## src/hw/rtl/slpd_pkg.sv

```systemverilog
// Shared constants, codes and types for the status LED pattern driver.
// Used by slpd_lane, the top module and the testbench; depends on nothing.
package slpd_pkg;

  // Default number of LEDs driven
  localparam int LED_COUNT = 10;

  // Field widths
  localparam int MODE_W     = 3;
  localparam int TARGET_W   = 20;
  localparam int LEVEL_W    = 10;
  localparam int PHASE_W    = 8;
  localparam int ROUND_W    = 8;
  localparam int CHASE_W    = 4;
  localparam int CODE_W     = 2;
  localparam int LANE_IDX_W = 5;
  localparam int CFG_IDX_W  = 2;
  localparam int CFG_DATA_W = 8;

  // LEDs that have a code in the target field
  localparam int TARGET_LEDS = TARGET_W / CODE_W;

  // Configuration register indexes
  localparam logic [CFG_IDX_W-1:0] CFG_CYCLE_LENGTH  = 2'd0;
  localparam logic [CFG_IDX_W-1:0] CFG_ROUNDS_TARGET = 2'd1;
  localparam logic [CFG_IDX_W-1:0] CFG_CHASE_LENGTH  = 2'd2;

  // Configuration reset values
  localparam logic [PHASE_W-1:0] CYCLE_LENGTH_RST  = 8'd10;
  localparam logic [ROUND_W-1:0] ROUNDS_TARGET_RST = 8'd10;
  localparam logic [CHASE_W-1:0] CHASE_LENGTH_RST  = 4'd10;

  // System modes
  localparam logic [MODE_W-1:0] MODE_RESET   = 3'd0;
  localparam logic [MODE_W-1:0] MODE_SYNC    = 3'd1;
  localparam logic [MODE_W-1:0] MODE_PARTIAL = 3'd2;
  localparam logic [MODE_W-1:0] MODE_ERROR   = 3'd3;
  localparam logic [MODE_W-1:0] MODE_READY   = 3'd4;
  localparam logic [MODE_W-1:0] MODE_IDLE    = 3'd5;

  // Per-LED target codes
  localparam logic [CODE_W-1:0] CODE_OFF   = 2'd0;
  localparam logic [CODE_W-1:0] CODE_ON    = 2'd1;
  localparam logic [CODE_W-1:0] CODE_BLINK = 2'd2;
  localparam logic [CODE_W-1:0] CODE_HOLD  = 2'd3;

  // Per-tick control shared by all LED lanes
  typedef struct packed {
    logic               sync_mode;
    logic               err_mode;
    logic               ready_apply;
    logic               wrap;
    logic               done;
    logic               blink;
    logic [CHASE_W-1:0] last_pos;
    logic [CHASE_W-1:0] next_pos;
  } lane_ctl_t;

endpackage

```

## src/hw/rtl/slpd_rem.sv

```systemverilog
// Bit-serial restoring remainder unit, one numerator bit per cycle.
// Depends on nothing but its width parameter.
module slpd_rem #(
  parameter int W = 8
) (
  input  logic         clk,
  input  logic         rst_n,
  input  logic         start,
  input  logic [W-1:0] num,
  input  logic [W-1:0] den,
  output logic         busy,
  output logic [W-1:0] rem
);

  localparam int CNT_W = $clog2(W + 1);

  logic [CNT_W-1:0] cnt_r, cnt_nxt;
  logic [W-1:0]     num_r, num_nxt;
  logic [W-1:0]     den_r, den_nxt;
  logic [W-1:0]     rem_r, rem_nxt;
  logic [W:0]       trial;

  // Shift in the next numerator bit and subtract when it fits
  always_comb begin
    trial   = {rem_r, num_r[W-1]};
    cnt_nxt = cnt_r;
    num_nxt = num_r;
    den_nxt = den_r;
    rem_nxt = rem_r;
    if (start) begin
      den_nxt = den;
      if (den == '0) begin
        // zero divisor leaves the value as it is
        rem_nxt = num;
        cnt_nxt = '0;
      end else begin
        rem_nxt = '0;
        num_nxt = num;
        cnt_nxt = CNT_W'(W);
      end
    end else if (cnt_r != '0) begin
      num_nxt = {num_r[W-2:0], 1'b0};
      cnt_nxt = cnt_r - 1'b1;
      if (trial >= {1'b0, den_r}) begin
        rem_nxt = W'(trial - {1'b0, den_r});
      end else begin
        rem_nxt = W'(trial);
      end
    end
  end

  always_ff @(posedge clk) begin
    if (!rst_n) begin
      cnt_r <= '0;
    end else begin
      cnt_r <= cnt_nxt;
    end
    num_r <= num_nxt;
    den_r <= den_nxt;
    rem_r <= rem_nxt;
  end

  assign busy = (cnt_r != '0);
  assign rem  = rem_r;

endmodule

```

## src/hw/rtl/slpd_lane.sv

```systemverilog
// One LED lane: next level of a single LED for the current tick.
// Depends on slpd_pkg for codes and the lane control struct.
module slpd_lane #(
  parameter int LANE = 0
) (
  input  slpd_pkg::lane_ctl_t               ctl,
  input  logic [slpd_pkg::CODE_W-1:0]       code,
  input  logic                              cur,
  output logic                              nxt
);

  localparam logic [slpd_pkg::LANE_IDX_W-1:0] IDX = slpd_pkg::LANE_IDX_W'(LANE);

  logic is_last;
  logic is_next;

  assign is_last = ({1'b0, ctl.last_pos} == IDX);
  assign is_next = ({1'b0, ctl.next_pos} == IDX);

  // Pick the level for this LED from the mode of the tick
  always_comb begin
    nxt = cur;
    if (ctl.sync_mode) begin
      // drop the old chase LED, then toggle the new one
      if (ctl.wrap && is_last) nxt = 1'b0;
      if (ctl.wrap && is_next) nxt = ~nxt;
      if (ctl.done && (IDX == '0)) nxt = 1'b0;
    end else if (ctl.err_mode) begin
      if (ctl.wrap) nxt = ~cur;
    end else if (ctl.ready_apply) begin
      case (code)
        slpd_pkg::CODE_OFF:   nxt = 1'b0;
        slpd_pkg::CODE_ON:    nxt = 1'b1;
        slpd_pkg::CODE_BLINK: nxt = ctl.blink;
        slpd_pkg::CODE_HOLD:  nxt = cur;
        default:              nxt = cur;
      endcase
    end
  end

endmodule

```

## src/hw/rtl/status_led_pattern_driver_top.sv

```systemverilog
// Status LED pattern driver: tick control, LED lanes and result register.
// Depends on slpd_pkg, slpd_rem and slpd_lane.
//
//   Input channel (in_valid / in_stall) carries one tick: in_mode and
//   in_led_targets. Each accepted tick yields exactly one result on the
//   output channel (out_valid / out_stall): out_led_levels and out_sync_done.
//   A tick transfers when valid is high and stall is low.
//   The result of an accepted tick is registered and shown in the cycle after
//   it is accepted. Throughput is one tick per cycle while in_stall is low;
//   all LED lanes update together; the result register frees as it is taken.
//   When the receiver stalls with a result held, in_stall rises and the
//   held result stays unchanged until taken.
//   Configuration (cfg_valid / cfg_ready, cfg_index, cfg_data) is always
//   ready. A write of cycle_length or chase_length starts a bit-serial
//   re-alignment of the phase and chase counters; in_stall is high while it
//   runs. A counter whose divisor (the written value, else the length in
//   force) is zero keeps its next value and adds no stall.
//   Synchronous reset (rst_n low) restores the register defaults
//   (10, 10, 10), clears all counters, turns all LEDs off and empties the
//   result register.
module status_led_pattern_driver_top #(
  parameter int LED_COUNT = slpd_pkg::LED_COUNT
) (
  input  logic                              clk,
  input  logic                              rst_n,
  input  logic                              in_valid,
  output logic                              in_stall,
  input  logic [slpd_pkg::MODE_W-1:0]       in_mode,
  input  logic [slpd_pkg::TARGET_W-1:0]     in_led_targets,
  output logic                              out_valid,
  input  logic                              out_stall,
  output logic [slpd_pkg::LEVEL_W-1:0]      out_led_levels,
  output logic                              out_sync_done,
  input  logic                              cfg_valid,
  output logic                              cfg_ready,
  input  logic [slpd_pkg::CFG_IDX_W-1:0]    cfg_index,
  input  logic [slpd_pkg::CFG_DATA_W-1:0]   cfg_data
);

  localparam int PW = slpd_pkg::PHASE_W;
  localparam int RW = slpd_pkg::ROUND_W;
  localparam int CW = slpd_pkg::CHASE_W;

  // Configuration registers
  logic [PW-1:0] cl_r;
  logic [RW-1:0] rt_r;
  logic [CW-1:0] chl_r;

  // Tick state
  logic [PW-1:0]                   phase_r, phase_nxt;
  logic [RW-1:0]                   round_r, round_nxt;
  logic [CW-1:0]                   chase_r, chase_nxt;
  logic [LED_COUNT-1:0]            led_r, led_nxt;
  logic [slpd_pkg::TARGET_W-1:0]   latched_r, latched_nxt;
  logic                            pre_ph_r, pre_ch_r;

  // Result register
  logic                            out_valid_r;
  logic [slpd_pkg::LEVEL_W-1:0]    out_led_r;
  logic                            out_done_r;

  logic                            cfg_wr;
  logic                            realign;
  logic                            ph_busy, ch_busy, busy;
  logic [PW-1:0]                   ph_rem, ph_den;
  logic [CW-1:0]                   ch_rem, ch_den;
  logic                            in_acc;

  logic [PW:0]                     ph_inc;
  logic [PW-1:0]                   ph;
  logic [CW:0]                     ch_inc;
  logic [CW-1:0]                   ch_next;
  logic                            sync_mode;
  logic                            wrap;
  logic [RW-1:0]                   rc_inc;
  logic                            done;
  logic                            tgt_new;
  slpd_pkg::lane_ctl_t             ctl;
  logic [slpd_pkg::LEVEL_W-1:0]    lvl_nxt;

  assign cfg_ready = 1'b1;
  assign cfg_wr    = cfg_valid & cfg_ready;
  assign realign   = cfg_wr && ((cfg_index == slpd_pkg::CFG_CYCLE_LENGTH) ||
                                (cfg_index == slpd_pkg::CFG_CHASE_LENGTH));

  // Divisors follow the value being written
  assign ph_den = (cfg_index == slpd_pkg::CFG_CYCLE_LENGTH) ? cfg_data : cl_r;
  assign ch_den = (cfg_index == slpd_pkg::CFG_CHASE_LENGTH) ? cfg_data[CW-1:0] : chl_r;

  // Re-align the next phase and next chase position to new lengths
  slpd_rem #(.W(PW)) u_ph_rem (
    .clk   (clk),
    .rst_n (rst_n),
    .start (realign),
    .num   (PW'(phase_r + 1'b1)),
    .den   (ph_den),
    .busy  (ph_busy),
    .rem   (ph_rem)
  );

  slpd_rem #(.W(CW)) u_ch_rem (
    .clk   (clk),
    .rst_n (rst_n),
    .start (realign),
    .num   (CW'(chase_r + 1'b1)),
    .den   (ch_den),
    .busy  (ch_busy),
    .rem   (ch_rem)
  );

  assign busy     = ph_busy | ch_busy;
  assign in_stall = busy | (out_valid_r & out_stall);
  assign in_acc   = in_valid & ~in_stall;

  // Advance the phase, wrapping at the cycle length
  always_comb begin
    ph_inc = {1'b0, phase_r} + 1'b1;
    if (pre_ph_r) begin
      ph = ph_rem;
    end else if ((cl_r != '0) && (ph_inc == {1'b0, cl_r})) begin
      ph = '0;
    end else begin
      ph = ph_inc[PW-1:0];
    end
  end

  // Next chase position, wrapping at the chase length
  always_comb begin
    ch_inc = {1'b0, chase_r} + 1'b1;
    if (pre_ch_r) begin
      ch_next = ch_rem;
    end else if ((chl_r != '0) && (ch_inc == {1'b0, chl_r})) begin
      ch_next = '0;
    end else begin
      ch_next = ch_inc[CW-1:0];
    end
  end

  // Tick control shared by all lanes
  always_comb begin
    sync_mode = (in_mode inside {slpd_pkg::MODE_SYNC, slpd_pkg::MODE_PARTIAL});
    wrap      = (ph == '0);
    rc_inc    = (sync_mode && wrap) ? RW'(round_r + 1'b1) : round_r;
    done      = sync_mode && (rc_inc == rt_r);
    tgt_new   = (in_mode == slpd_pkg::MODE_READY) && (in_led_targets != latched_r);

    ctl.sync_mode   = sync_mode;
    ctl.err_mode    = (in_mode == slpd_pkg::MODE_ERROR);
    ctl.ready_apply = (in_mode == slpd_pkg::MODE_READY) && !tgt_new;
    ctl.wrap        = wrap;
    ctl.done        = done;
    ctl.blink       = (ph < (cl_r >> 1));
    ctl.last_pos    = chase_r;
    ctl.next_pos    = ch_next;

    phase_nxt   = ph;
    round_nxt   = sync_mode ? (done ? '0 : rc_inc) : round_r;
    chase_nxt   = (sync_mode && wrap) ? ch_next : chase_r;
    latched_nxt = tgt_new ? in_led_targets : latched_r;
  end

  // One lane per LED
  for (genvar g = 0; g < LED_COUNT; g++) begin : g_lane
    logic [slpd_pkg::CODE_W-1:0] code;
    if (g < slpd_pkg::TARGET_LEDS) begin : g_code
      assign code = latched_r[slpd_pkg::CODE_W*g +: slpd_pkg::CODE_W];
    end else begin : g_nocode
      assign code = slpd_pkg::CODE_OFF;
    end
    slpd_lane #(.LANE(g)) u_lane (
      .ctl  (ctl),
      .code (code),
      .cur  (led_r[g]),
      .nxt  (led_nxt[g])
    );
  end

  // Merge lane levels into the output field
  for (genvar k = 0; k < slpd_pkg::LEVEL_W; k++) begin : g_lvl
    if (k < LED_COUNT) begin : g_led
      assign lvl_nxt[k] = led_nxt[k];
    end else begin : g_none
      assign lvl_nxt[k] = 1'b0;
    end
  end

  // Configuration and tick state
  always_ff @(posedge clk) begin
    if (!rst_n) begin
      cl_r      <= slpd_pkg::CYCLE_LENGTH_RST;
      rt_r      <= slpd_pkg::ROUNDS_TARGET_RST;
      chl_r     <= slpd_pkg::CHASE_LENGTH_RST;
      phase_r   <= '0;
      round_r   <= '0;
      chase_r   <= '0;
      led_r     <= '0;
      latched_r <= '0;
      pre_ph_r  <= 1'b0;
      pre_ch_r  <= 1'b0;
    end else begin
      if (cfg_wr) begin
        case (cfg_index)
          slpd_pkg::CFG_CYCLE_LENGTH:  cl_r  <= cfg_data;
          slpd_pkg::CFG_ROUNDS_TARGET: rt_r  <= cfg_data;
          slpd_pkg::CFG_CHASE_LENGTH:  chl_r <= cfg_data[CW-1:0];
          default: ;
        endcase
      end
      if (realign) begin
        pre_ph_r <= 1'b1;
        pre_ch_r <= 1'b1;
      end else if (in_acc) begin
        phase_r   <= phase_nxt;
        round_r   <= round_nxt;
        chase_r   <= chase_nxt;
        led_r     <= led_nxt;
        latched_r <= latched_nxt;
        pre_ph_r  <= 1'b0;
        if (sync_mode && wrap) pre_ch_r <= 1'b0;
      end
    end
  end

  // Result register: load on transfer in, drop once taken
  always_ff @(posedge clk) begin
    if (!rst_n) begin
      out_valid_r <= 1'b0;
    end else if (in_acc) begin
      out_valid_r <= 1'b1;
    end else if (!out_stall) begin
      out_valid_r <= 1'b0;
    end
    if (in_acc) begin
      out_led_r  <= lvl_nxt;
      out_done_r <= done;
    end
  end

  assign out_valid      = out_valid_r;
  assign out_led_levels = out_led_r;
  assign out_sync_done  = out_done_r;

  // Checks
  a_busy_stalls: assert property (@(posedge clk) disable iff (!rst_n)
    busy |-> in_stall)
    else $error("input accepted during re-alignment");

  a_result_follows: assert property (@(posedge clk) disable iff (!rst_n)
    in_acc |=> out_valid)
    else $error("accepted tick produced no result");

  a_phase_range: assert property (@(posedge clk) disable iff (!rst_n)
    (!pre_ph_r && (cl_r != '0)) |-> (phase_r < cl_r))
    else $error("phase counter beyond cycle length");

  a_chase_range: assert property (@(posedge clk) disable iff (!rst_n)
    (!pre_ch_r && (chl_r != '0)) |-> (chase_r < chl_r))
    else $error("chase position beyond chase length");

endmodule

```

## config.mk

```make
export PLATFORM = sky130hd
export DESIGN_NAME = status_led_pattern_driver_top
export DESIGN_NICKNAME = d
export VERILOG_FILES = /design/src/hw/rtl/slpd_pkg.sv /design/src/hw/rtl/slpd_rem.sv /design/src/hw/rtl/slpd_lane.sv /design/src/hw/rtl/status_led_pattern_driver_top.sv
export SDC_FILE = /design/constraint.sdc
export NUM_CORES = 1
export LEC_CHECK = 0
export BUFFER_PORTS_ARGS = -buffer_cell sky130_fd_sc_hd__buf_2
export CAP_MARGIN = 20
export CORE_ASPECT_RATIO = 0.6
export CORE_MARGIN = 2
export CORE_UTILIZATION = 50
export DETAILED_ROUTE_END_ITERATION = 6
export PLACE_DENSITY_LB_ADDON = 0.25
export SETUP_SLACK_MARGIN = 0.5
export SLEW_MARGIN = 20
export SYNTH_ARGS = -nofsm -noshare
export SYNTH_HDL_FRONTEND = slang
export SYNTH_SLANG_ARGS = --single-unit
```

## constraint.sdc

```tcl
create_clock -name clk -period 6.7 [get_ports clk]
set_input_delay 1.34 -clock clk [delete_from_list [all_inputs] [get_ports clk]]
set_output_delay 1.34 -clock clk [all_outputs]
set_load 0.02 [all_outputs]
```

==> results.tsv <==
stage	metric	value	unit
cells_and_area	area_delta_synth_final	12.67	%
worst_setup_path	crit_fanout	11	
cells_and_area	fin_nets	1025	
timing	hold_slack	486.9	ps
cts	htreeDepth	4	
cts	clock_latency	420	ps
synthesis	syn_inst	923	
drt	wl_per_cell	19.02	um
cells_and_area	layout-drive-gt1-share	10.72	%
synthesis	yosys_warnings	0	
drt	viasPerCell	5.904	
cts	cts_root_buf	clkbuf_16	
job	maxCapViolations	0	
power	power_density	338.4	mW/mm^2
min_path	min_from	out_valid$_SDFFE_PN0P_	
global_routing	antenna_found_initial	0	
drt	drc	0	
floorplan	die_h	102.5	um
worst_setup_path	timing.rr.end	out_led_levels[9]$_DFFE_PP_	
synthesis	yosys.cell_types.count	77	
global_routing	grt_pass1_wl	35.03	mm
cells_and_area	final_util	58.38	%
power	p_total	3.080	mW
timing	setup_viol	0	
cts	cts.reportedPaths.clkPinSlew	70	ps
placed_design	hpwlAfterDp	16.34	mm
cells_and_area	antenna_cells	0	
timing	timing.setup.tns	0	ps
floorplan	num_rows	35	
worst_setup_path	cp_slowest_stage_delay	650	ps
min_path	whs_endpoint	out_valid$_SDFFE_PN0P_	
global_routing	first_global_vias	6024	
synthesis	ys_ff_latch	127	
worst_setup_path	timing.rr.start	phase_r[0]$_SDFFE_PN0P_	
timing	fin_crit_sh	83.21	%
floorplan	dieArea	0.01722	mm^2
worst_setup_path	r2r_setup_slack	1120	ps
worst_setup_path	cp_cell_sequence	ha_1 -> nand3_1 -> xor2_1 -> mux2i_1 -> nor4b_1 -> a21boi_1 -> o21ai_0 -> ha_1 -> inv_1 -> a221oi_1 -> nand2_1 -> and3_1 -> o311ai_4 -> nor3b_1 -> o31a_1 -> nor3_1 -> inv_1	
cts	clock_path_buffers	2	
placed_design	gp_congestion	0.9384	
placed_design	dpl_cell_area	0.008473	mm^2
worst_setup_path	required	6860	ps
synthesis	synth_area	0.008078	mm^2
floorplan	die_w	168.1	um
synthesis	synth.net_count	991	
global_routing	gr-usage-all-layers	26.87	%
worst_setup_path	path_class	reg -> reg	
timing	hold_violations	0	
cts	cts_sinks	127	
timing	slew_headroom	38.36	%
global_routing	grt_overflow_total	0	
timing	slew_viol_final	0	
drt	ant_nets	0	
cts	cts_tree	yes	
synthesis	synth-edff-count	47	
synthesis	seq_area_frac_synth	37.30	%
drt	drtIter0Drc	817	
cts	postCtsSetupBuffers	0	
drt	via_count	6925	
floorplan	core_area	0.01559	mm^2
cells_and_area	postLayoutCellArea	0.009101	mm^2
cts	holdBufCountCts	0	
synthesis	postSynthAreaPerCell	8.752	um^2
worst_setup_path	cp-end-kind	register	
worst_setup_path	startpoint_type	register	
timing	worstMarginPinSlew	924.6	ps
cts	numCtsBuffers	17	
worst_setup_path	ff2ff_path_depth	17	
placed_design	port_buffers	50	
synthesis	synth-main-ff-cell	dfxtp_1	
global_routing	grt_start_max_net_pins	78	
timing	rsz0062_at_grt	false	
power	leakage	3.735	nW
min_path	hold_class	reg -> reg	
worst_setup_path	crit_path_top_delay_cell	a21boi_1	
floorplan	num_io_pins	52	
drt	wl	22.32	mm
timing	fmax	0.1794	GHz
timing	fin_worst_skew	11.84	ps
min_path	hold-path-cell-count	2	
drt	firstDrtPassIters	6	
timing	finalCriticalPeriod	5575	ps
cts	cts_resized	0	
synthesis	async_flop_share	0	%
run_status	status	finished, final reports clean	
worst_setup_path	crit_arrival	5740	ps
floorplan	initial_utilization	51.81	%
power	peakVddDrop	0.2021	mV
## synthesized netlist by cell type (all sizes together), types with 4 or more instances
cell,n,area share [%]
o211a,10,1.2
nor3b,9,0.84
o311ai,5,0.64
nand3,33,2.1
o21ai,46,2.9
nand2b,7,0.54
a21boi,13,1.2
a221oi,4,0.43
or3b,4,0.43
dfxtp,80,20
buf,9,0.56
o22ai,4,0.31
nor2b,40,3.1
a21oi,29,1.8
nand2,106,4.9
and3,8,0.62
o221ai,6,0.65
nor4,6,0.46
edfxtp,47,17
xnor2,59,6.4
nor2,62,2.9
nand4,16,1.2
xor2,19,2.1
a21o,5,0.46
nor3,20,1.2
and2,10,0.77
o211ai,10,0.93
inv,64,3.0
a211oi,8,0.74
or3,8,0.62
o31ai,14,1.3
mux2i,47,5.8
o32ai,5,0.54
clkbuf,35,1.6
ha,28,4.3
## cell type report
cell class,count,area (um^2)
Tap cell,203,254.0
Inverter,64,240.2
Fill cell,1364,6489
Clock buffer,19,442.9
Timing Repair Buffer,59,317.8
Multi-Input combinational cell,688,4658
Sequential cell,127,3013
Clock inverter,13,175.2
## worst max path at each step
stage	startpoint	to	slack, ps	cells after the start
2_1_floorplan	phase_r[0]$_SDFFE_PN0P_	out_led_levels[9]$_DFFE_PP_	2400	17
3_3_place_gp	phase_r[0]$_SDFFE_PN0P_	out_led_levels[9]$_DFFE_PP_	1270	17
3_5_place_dp	phase_r[0]$_SDFFE_PN0P_	out_led_levels[9]$_DFFE_PP_	1100	17
4_1_cts	phase_r[0]$_SDFFE_PN0P_	out_led_levels[9]$_DFFE_PP_	1050	17
5_1_grt	phase_r[0]$_SDFFE_PN0P_	out_led_levels[9]$_DFFE_PP_	680	17
6_report	phase_r[0]$_SDFFE_PN0P_	out_led_levels[9]$_DFFE_PP_	1120	17
## critical path, delay by kind of cell, from the launching register on
kind,cells,cell delay (ps)
xor+xnor,1,430
flops,1,580
simple gates,6,1170
buf+inv,2,110
compound gates,5,2110
mux,1,240
fa+ha+maj,2,680
## cell families after synthesis
group                      after synthesis  synth area share (%)
and+or+nand+nor                        339                 20.77
other                                    1               0.04642
buffers and inverters                  108                 5.158
xor gates and xnor gates                79                 8.736
muxes                                   48                 5.963
adders and majority gates               30                 4.833
DFF                                    127                 37.30
AOI/OAI and AO/OA                      191                 17.19
## routing by layer
layer | GRT usage, % | up-vias | routed length (um)
met4 | 5.637 | 0 | 155
met3 | 8.211 | 20 | 2485
met1 | 44.00 | 3241 | 11730
li1 | - | 3359 | -
met5 | 0 | - | 0
met2 | 33.03 | 305 | 7948
## metrics by stage
step | instances | worst slack (ps)
floorplan | 923 | 2396
global placement | 1141 | 1269
detailed placement | 1141 | 1102
finish | 1173 | 1125
CTS | 1173 | 1045
global route | 1173 | 679.2
## sequential cells by signal (all words and copies together), names as in the netlist, 3 cells and up
| signal | cells |
|---|---|
| u_ch_rem.den_r | 4 |
| phase_r | 8 |
| u_ch_rem.cnt_r | 3 |
| u_ch_rem.rem | 4 |
| rt_r | 8 |
| round_r | 8 |
| u_ph_rem.cnt_r | 4 |
| latched_r | 20 |
| u_ch_rem.num_r | 4 |
| cl_r | 8 |
| out_led_levels | 10 |
| u_ph_rem.den_r | 8 |
| u_ph_rem.num_r | 8 |
| chase_r | 4 |
| u_ph_rem.rem | 8 |
| chl_r | 4 |
| led_r | 10 |
## placed cells by master (no fill, tap or decap), types with 7 or more instances in the layout
cell type,instances
a211oi_1,8
a21boi_0,11
a21oi_1,29
and2_1,9
and3_1,8
buf_2,50
buf_4,9
clkbuf_16,17
dfxtp_1,80
edfxtp_1,47
ha_1,28
inv_1,64
mux2i_1,47
nand2_1,106
nand2b_1,7
nand3_1,32
nand4_1,16
nor2_1,61
nor2b_1,40
nor3_1,20
nor3b_1,9
o211a_1,10
o211ai_1,10
o21ai_0,45
o31ai_1,14
or3_1,8
xnor2_1,59
xor2_1,19
## power by group
part,switching (mW),total (mW),internal [mW]
combinational,0.580,0.947,0.367
sequential,0.141,1.14,1.00
clock,0.388,0.991,0.604
Note: power is estimated with default switching activity, not from simulation.
